===== src/rtl/core/assert_macros.svh =====
// Assertion macros used by the top level of the cluster chain allocator.
// No dependencies; define SYNTH to compile the checks away.
`ifndef ASSERT_MACROS_SVH
`define ASSERT_MACROS_SVH

`ifndef SYNTH

// Antecedent implies consequent in the same cycle.
`define FCCA_ASSERT_SAME(label, clk, rst_n, ante, cons) \
    label: assert property (@(posedge clk) disable iff (!rst_n) (ante) |-> (cons)) \
        else $error("fcca assertion failed");

// Antecedent implies consequent in the following cycle.
`define FCCA_ASSERT_NEXT(label, clk, rst_n, ante, cons) \
    label: assert property (@(posedge clk) disable iff (!rst_n) (ante) |=> (cons)) \
        else $error("fcca assertion failed");

// Plain invariant checked at every clock edge.
`define FCCA_ASSERT_ALWAYS(label, clk, rst_n, prop) \
    label: assert property (@(posedge clk) disable iff (!rst_n) (prop)) \
        else $error("fcca assertion failed");

`else

`define FCCA_ASSERT_SAME(label, clk, rst_n, ante, cons)
`define FCCA_ASSERT_NEXT(label, clk, rst_n, ante, cons)
`define FCCA_ASSERT_ALWAYS(label, clk, rst_n, prop)

`endif

`endif


===== src/rtl/core/fcca_pkg.sv =====
// Package for the cluster chain allocator: sizes, codes and the
// command/status structs between controller and datapath. No dependencies.
`timescale 1ns / 1ps

package fcca_pkg;

    localparam int NUM_CLUSTERS      = 1024;
    localparam int RESERVED_CLUSTERS = 3;
    localparam int CL_W              = $clog2(NUM_CLUSTERS);
    localparam int ENT_W             = CL_W + 1;
    localparam int BYTES_W           = 32;
    localparam int LG_W              = 4;
    localparam int NEED_W            = BYTES_W + 1 - 9;
    localparam int STATUS_W          = 2;

    localparam logic [ENT_W-1:0] END_MARK   = {ENT_W{1'b1}};
    localparam logic [ENT_W-1:0] FREE_RESET = ENT_W'(NUM_CLUSTERS - RESERVED_CLUSTERS);
    localparam logic [ENT_W-1:0] TOTAL      = ENT_W'(NUM_CLUSTERS);
    localparam logic [LG_W-1:0]  LG_MIN     = LG_W'(9);
    localparam logic [LG_W-1:0]  LG_RESET   = LG_W'(12);

    typedef enum logic [STATUS_W-1:0] {
        ST_OK       = 2'd0,
        ST_NO_SPACE = 2'd1,
        ST_ZERO     = 2'd2
    } status_t;

    localparam logic OP_ALLOC = 1'b0;
    localparam logic OP_NEXT  = 1'b1;

    // Commands from the controller to the datapath.
    typedef struct packed {
        logic in_load;
        logic calc;
        logic check;
        logic link;
        logic rd;
        logic look;
        logic out_load;
    } ctrl_cmd_t;

    // Status from the datapath back to the controller.
    typedef struct packed {
        logic op;
        logic zero;
        logic no_space;
        logic link_last;
    } dp_status_t;

endpackage


===== src/rtl/core/fcca_ctrl.sv =====
// Controller of the cluster chain allocator: sequences one transaction
// through the datapath and owns the output valid. Depends on fcca_pkg.
`timescale 1ns / 1ps

module fcca_ctrl (
    input  logic                   clk,
    input  logic                   rst_n,
    input  logic                   in_valid,
    output logic                   in_ready,
    output logic                   out_valid,
    input  logic                   out_ready,
    input  fcca_pkg::dp_status_t   sts,
    output fcca_pkg::ctrl_cmd_t    cmd
);
    import fcca_pkg::*;

    typedef enum logic [6:0] {
        S_IDLE  = 7'b0000001,
        S_NEED  = 7'b0000010,
        S_CHECK = 7'b0000100,
        S_LINK  = 7'b0001000,
        S_READ  = 7'b0010000,
        S_LOOK  = 7'b0100000,
        S_DONE  = 7'b1000000
    } state_t;

    state_t state_reg;
    state_t state_next;
    logic   valid_reg;
    logic   valid_next;
    logic   out_free;

    assign out_free  = !valid_reg || out_ready;
    assign in_ready  = state_reg == S_IDLE;
    assign out_valid = valid_reg;

    always_comb begin
        state_next = state_reg;
        cmd        = '0;
        case (state_reg)
            S_IDLE: begin
                if (in_valid) begin
                    cmd.in_load = 1'b1;
                    state_next  = S_NEED;
                end
            end
            S_NEED: begin
                // The operation is known only after the input is captured.
                if (sts.op == OP_NEXT) begin
                    cmd.rd     = 1'b1;
                    state_next = S_LOOK;
                end else begin
                    cmd.calc   = 1'b1;
                    state_next = S_CHECK;
                end
            end
            S_CHECK: begin
                cmd.check = 1'b1;
                if (sts.zero || sts.no_space) begin
                    state_next = S_DONE;
                end else begin
                    state_next = S_LINK;
                end
            end
            S_LINK: begin
                cmd.link = 1'b1;
                if (sts.link_last) begin
                    state_next = S_DONE;
                end
            end
            S_READ: begin
                cmd.rd     = 1'b1;
                state_next = S_LOOK;
            end
            S_LOOK: begin
                cmd.look   = 1'b1;
                state_next = S_DONE;
            end
            S_DONE: begin
                if (out_free) begin
                    cmd.out_load = 1'b1;
                    state_next   = S_IDLE;
                end
            end
            default: begin
                state_next = S_IDLE;
            end
        endcase
    end

    always_comb begin
        valid_next = valid_reg;
        if (valid_reg && out_ready) begin
            valid_next = 1'b0;
        end
        if (cmd.out_load) begin
            valid_next = 1'b1;
        end
    end

    always_ff @(posedge clk or negedge rst_n) begin
        if (!rst_n) begin
            state_reg <= S_IDLE;
            valid_reg <= 1'b0;
        end else begin
            state_reg <= state_next;
            valid_reg <= valid_next;
        end
    end

endmodule


===== config.mk =====
export PLATFORM = sky130hd
export DESIGN_NAME = fcca_ctrl
export DESIGN_NICKNAME = d
export VERILOG_FILES = /design/src/rtl/core/assert_macros.svh /design/src/rtl/core/fcca_pkg.sv /design/src/rtl/core/fcca_ctrl.sv
export SDC_FILE = /design/constraint.sdc
export NUM_CORES = 1
export LEC_CHECK = 0
export ABC_AREA = 1
export BUFFER_PORTS_ARGS = -buffer_cell sky130_fd_sc_hd__buf_4
export CAP_MARGIN = 20
export CORE_UTILIZATION = 30
export CTS_CLUSTER_SIZE = 28
export DETAILED_ROUTE_END_ITERATION = 8
export PLACE_DENSITY = 0.64
export SETUP_SLACK_MARGIN = 0.3
export SYNTH_ARGS = -nofsm -noshare
export SYNTH_HDL_FRONTEND = slang
export SYNTH_SLANG_ARGS = --single-unit

===== constraint.sdc =====
create_clock -name clk -period 1.3 [get_ports clk]
set_input_delay 0.26 -clock clk [delete_from_list [all_inputs] [get_ports clk]]
set_output_delay 0.26 -clock clk [all_outputs]
set_load 0.005 [all_outputs]

# [After elaboration in Yosys (flattened, before gate mapping)]
# Index checks and enable logic that the tools add are counted.
[totals] reg_bits=8 input_bits=8
[op_classes] eq_ne=10 mux=19 reduce_logical=6
[ops] op="7-bit case mux with 7 select lines" n=1
[ops] op="7-bit 2-to-1 mux" n=4
[ops] op="1-bit 2-to-1 mux" n=12
[ops] op="7-bit by 1-bit equality test with 1-bit output, second input constant" n=1
[ops] op="7-bit by 2-bit equality test with 1-bit output, second input constant" n=1
[ops] op="7-bit by 3-bit equality test with 1-bit output, second input constant" n=1
[ops] op="7-bit by 4-bit equality test with 1-bit output, second input constant" n=1
[ops] op="7-bit by 5-bit equality test with 1-bit output, second input constant" n=1
[ops] op="7-bit by 6-bit equality test with 1-bit output, second input constant" n=1
[ops] op="7-bit equality test, second input constant" n=1
[ops] op="6-bit 2-to-1 mux" n=1
[ops] op="2-bit != test, second input constant" n=3
[ops] op="3-bit AND reduction" n=1
[ops] op="1-bit logical OR" n=2
[ops] op="1-bit case mux with 2 select lines" n=1
[ops] op="2-bit nonzero test" n=1
[ops] op="1-bit logical AND" n=1
[ops] op="1-bit zero test" n=1

# [Depth between registers and ports, before layout]
[logic_depth] depth_word=5 mapped_depth=7 ltp_nobuf=7

# [Least setup slack after synthesis]
# No wires, ideal clock.
[synth_timing] path_kind="register -> output" startpoint="reg state_reg[0]" endpoint="out cmd[6] (netlist name)" t_arrival_ns=0.894 slack_ns=0.146 stages_incl_launch_ff=5 n_path_buf=0 path_cell_list="dfstp_2 -> inv_1 -> nor2_2 -> nand3_2 -> nor2_1"
[synth_lines] element="start: declaration" line_no="fcca_ctrl.sv:27" source="state_t state_reg;"
[synth_lines] element="start signal: assignment" line_no="fcca_ctrl.sv:106" source="state_reg <= state_next;"
[synth_lines] element="end: declaration" line_no="fcca_ctrl.sv:13" source="output fcca_pkg::ctrl_cmd_t cmd"

==> impl_metrics.ini <==
[run_status]
status = finished, violations left
violations = negative setup slack

[global_routing]
grt.met1_usage = 0.167
grt.met3_usage = 0.0652
grt_start_max_net_pins = 8
congestion_overflow_gr = 0
initial_antenna_violation_count = 0
use_met2 = 0.266
grtUsageTotal = 0.163
global_route.peak_usage_layer = met2
number_of_global_route_vias_before_repair = 399
grt_first_pass_wirelength_mm = 1.62

[finish]
drive_gt1_frac = 0.602
antennaDiodeCount = 0
area_delta_synth_final_pct = 78.4
design.final.nets = 107
number_of_flip_flops_in_the_largest_register = 6
final_design_area_no_fill_um2 = 826
filler_cell_count = 126
final_cells = 113
fin_util = 0.604

[timing]
rsz_0062_raised_after_global_routing = yes
worst_pin_slew_ps = 251
timing_max_transition_violations_final = 0
final.min_clock_period_ps = 1580
finalSetupTns_ps = -2060
clock.fmax_ghz = 0.632
max_clock_skew_ps = 2.43
postLayoutSetupSlackWorst_ps = -281
final.period_utilization = 1.22
number_of_setup_violations_in_the_final_report = 10
finalHoldViolCount = 0
relSlewSlack = 0.832

[power_and_ir_drop]
power.leakage_nw = 0.457
ir_drop_uv = 1100
finalPower_mw = 1.31
p_per_area_nw_per_um2 = 1590

[clocking]
number_of_clock_buffers_inserted_by_tritoncts = 3
cts_num_sinks = 7
ctsLongestPathBuffers = 2
cts_max_level = 1
clock_tree_from_tritoncts = yes
clkTransAtPathRegs_ps = 50
clock_tree_root_driver_cell = sky130_fd_sc_hd__clkbuf_4
worst_skew_pair_later_pin_latency_ps = 260

[run]
cap_viol_max_count = 0

[place]
place.detailed.hpwl_um = 765
dp_cells = 95
placed_area_um2 = 614
io_buffers = 16
gpl.final_weighted_congestion = 0.736

[logic_synthesis]
post_synth_instance_area_um2 = 463
yosys-mux-area-fraction = 0
synth-simple-area-share = 0.451
syn_area_per_cell_um2 = 7.23
yosysUniqueCellTypes = 14
post_synthesis_share_of_cell_area_spent_on_xor_and_xnor_gates = 0
synth.yosys.warnings = 0
post_synth_inst_count = 64
synth_top_family_by_area = simple AND/OR/NAND/NOR gates
ys_seq_area_frac = 0.381
syn-num-nets = 72
yosys.area_share.adder = 0
synthesized_flop_and_latch_total = 7
synth_compound_gate_area_share = 0.0297

[critical_path]
timing.critical_path.to_type = output port
worstPathMaxFanout = 5
cp_data_required_time_ps = 1040
criticalPathCategory = reg -> out
timing.critical_path.arrival_ps = 1320
kind_of_launch_point_of_the_worst_setup_path = register

[die]
die_height_um = 41.3
dieArea_um2 = 1700
ioPinCount = 17
coreArea_um2 = 1370
initial_utilization = 0.339
dieWidth_um = 41.3
row_count = 13

[routing]
initialDrtViolationCount = 11
drc_markers = 0
dr_total_vias = 506
drt_first_pass_iters = 4
route.detailed.vias_per_inst = 4.48
routed_wirelength_mm = 1.21
drt-wirelength-per-cell_um = 10.7
antenna_violating_nets_post_route = 0

[min_path]
worst_hold_path_type = in -> reg
## through the flow
step           setup WS, ps  hold slack (ps)
6_report               -281              171
5_1_grt                -321              166
4_1_cts                -216              167
3_5_place_dp           26.2             74.3
3_3_place_gp           53.5             76.2
2_1_floorplan           164            -35.6
## report_power, final
| group | internal [mW] | switching [mW] |
|---|---|---|
| registers | 0.277 | 0.0576 |
| logic | 0.396 | 0.376 |
| clock network | 0.118 | 0.0870 |
## cell families (layout without fill, tap and decap cells)
| group | after synthesis | after routing |
|---|---|---|
| flip-flops | 7 | 7 |
| buffers and inverters | 16 | 50 |
| AO/OA/AOI/OAI | 2 | 2 |
| AND/OR/NAND/NOR | 39 | 39 |
## final cells by class
class                   instances  area [µm²]  share of cell area
well taps                      15        18.8              0.0227
inverters                      15        56.3              0.0682
multi-input cells              41         283               0.342
clock buffers                   4        26.3              0.0318
flip-flops and latches          7         176               0.214
repair buffers                 31         265               0.321
## final timing paths
kind / start / to / slack [ps] / cells past startpoint
worst max-delay path: state_reg[6] / cmd[4] / -280 / 5
worst min-delay path: sts[3] / state_reg[2] / 170 / 2
worst max register to register: state_reg[0] / state_reg[0] / -80 / 9
worst min register to register: out_valid / out_valid / 540 / 2
max in group asynchronous: rst_n / state_reg[0] / 750 / 2
min in group asynchronous: rst_n / state_reg[6] / 350 / 2
## cell usage in the layout, fill, tap and decap left out
cell                            netlist  routed
sky130_fd_sc_hd__dfrtp_1              6       6
sky130_fd_sc_hd__nand3_1              5       2
sky130_fd_sc_hd__inv_2                1       4
sky130_fd_sc_hd__buf_4                1      22
sky130_fd_sc_hd__nand2_1              6       5
sky130_fd_sc_hd__inv_1               14      11
sky130_fd_sc_hd__dlygate4sd3_1        0       1
sky130_fd_sc_hd__buf_6                0       8
sky130_fd_sc_hd__nor2_2               3       8
sky130_fd_sc_hd__nor2_1              16       9
sky130_fd_sc_hd__dfstp_2              1       1
sky130_fd_sc_hd__nand2_2              0       1
sky130_fd_sc_hd__o21ai_1              0       1
sky130_fd_sc_hd__nand3_4              0       2
sky130_fd_sc_hd__o21ai_2              1       1
sky130_fd_sc_hd__nand4_1              3       3
sky130_fd_sc_hd__nand3_2              3       4
sky130_fd_sc_hd__nor2_4               3       5
sky130_fd_sc_hd__clkbuf_1             0       1
sky130_fd_sc_hd__clkbuf_4             0       3
## critical path, cell delays in order, from the launching register on
cell and delay [ps]:
sky130_fd_sc_hd__dfrtp_1 420, sky130_fd_sc_hd__nor2_4 260, sky130_fd_sc_hd__buf_6 150, sky130_fd_sc_hd__nand3_2 80, sky130_fd_sc_hd__inv_2 70, sky130_fd_sc_hd__buf_6 90
## Yosys cell counts (all sizes together)
library cell | instances | area (µm²)
buf | 1 | 7.51
dfrtp | 6 | 150
dfstp | 1 | 26.3
inv | 15 | 56.3
nand2 | 6 | 22.5
nand3 | 8 | 55.1
nand4 | 3 | 18.8
nor2 | 22 | 113
o21ai | 2 | 13.8
## per-layer routing
layer  up-vias  part of all wire
met3         4             0.066
met2        16              0.51
li1        263                 -
met5         -                 0
met4         0             0.022
met1       223              0.40
## what timing repair did
item                                    in CTS  in global routing
buffers inserted                             9                  4
endpoints found under the hold margin        7                  0
pin swaps                                    4                  6
gates resized for setup                      7                 14
endpoints found under the setup margin      14                 16
cloned                                       0                  0
hold buffers                                 1                  0
No activity file was read; power rests on OpenSTA's default activity.
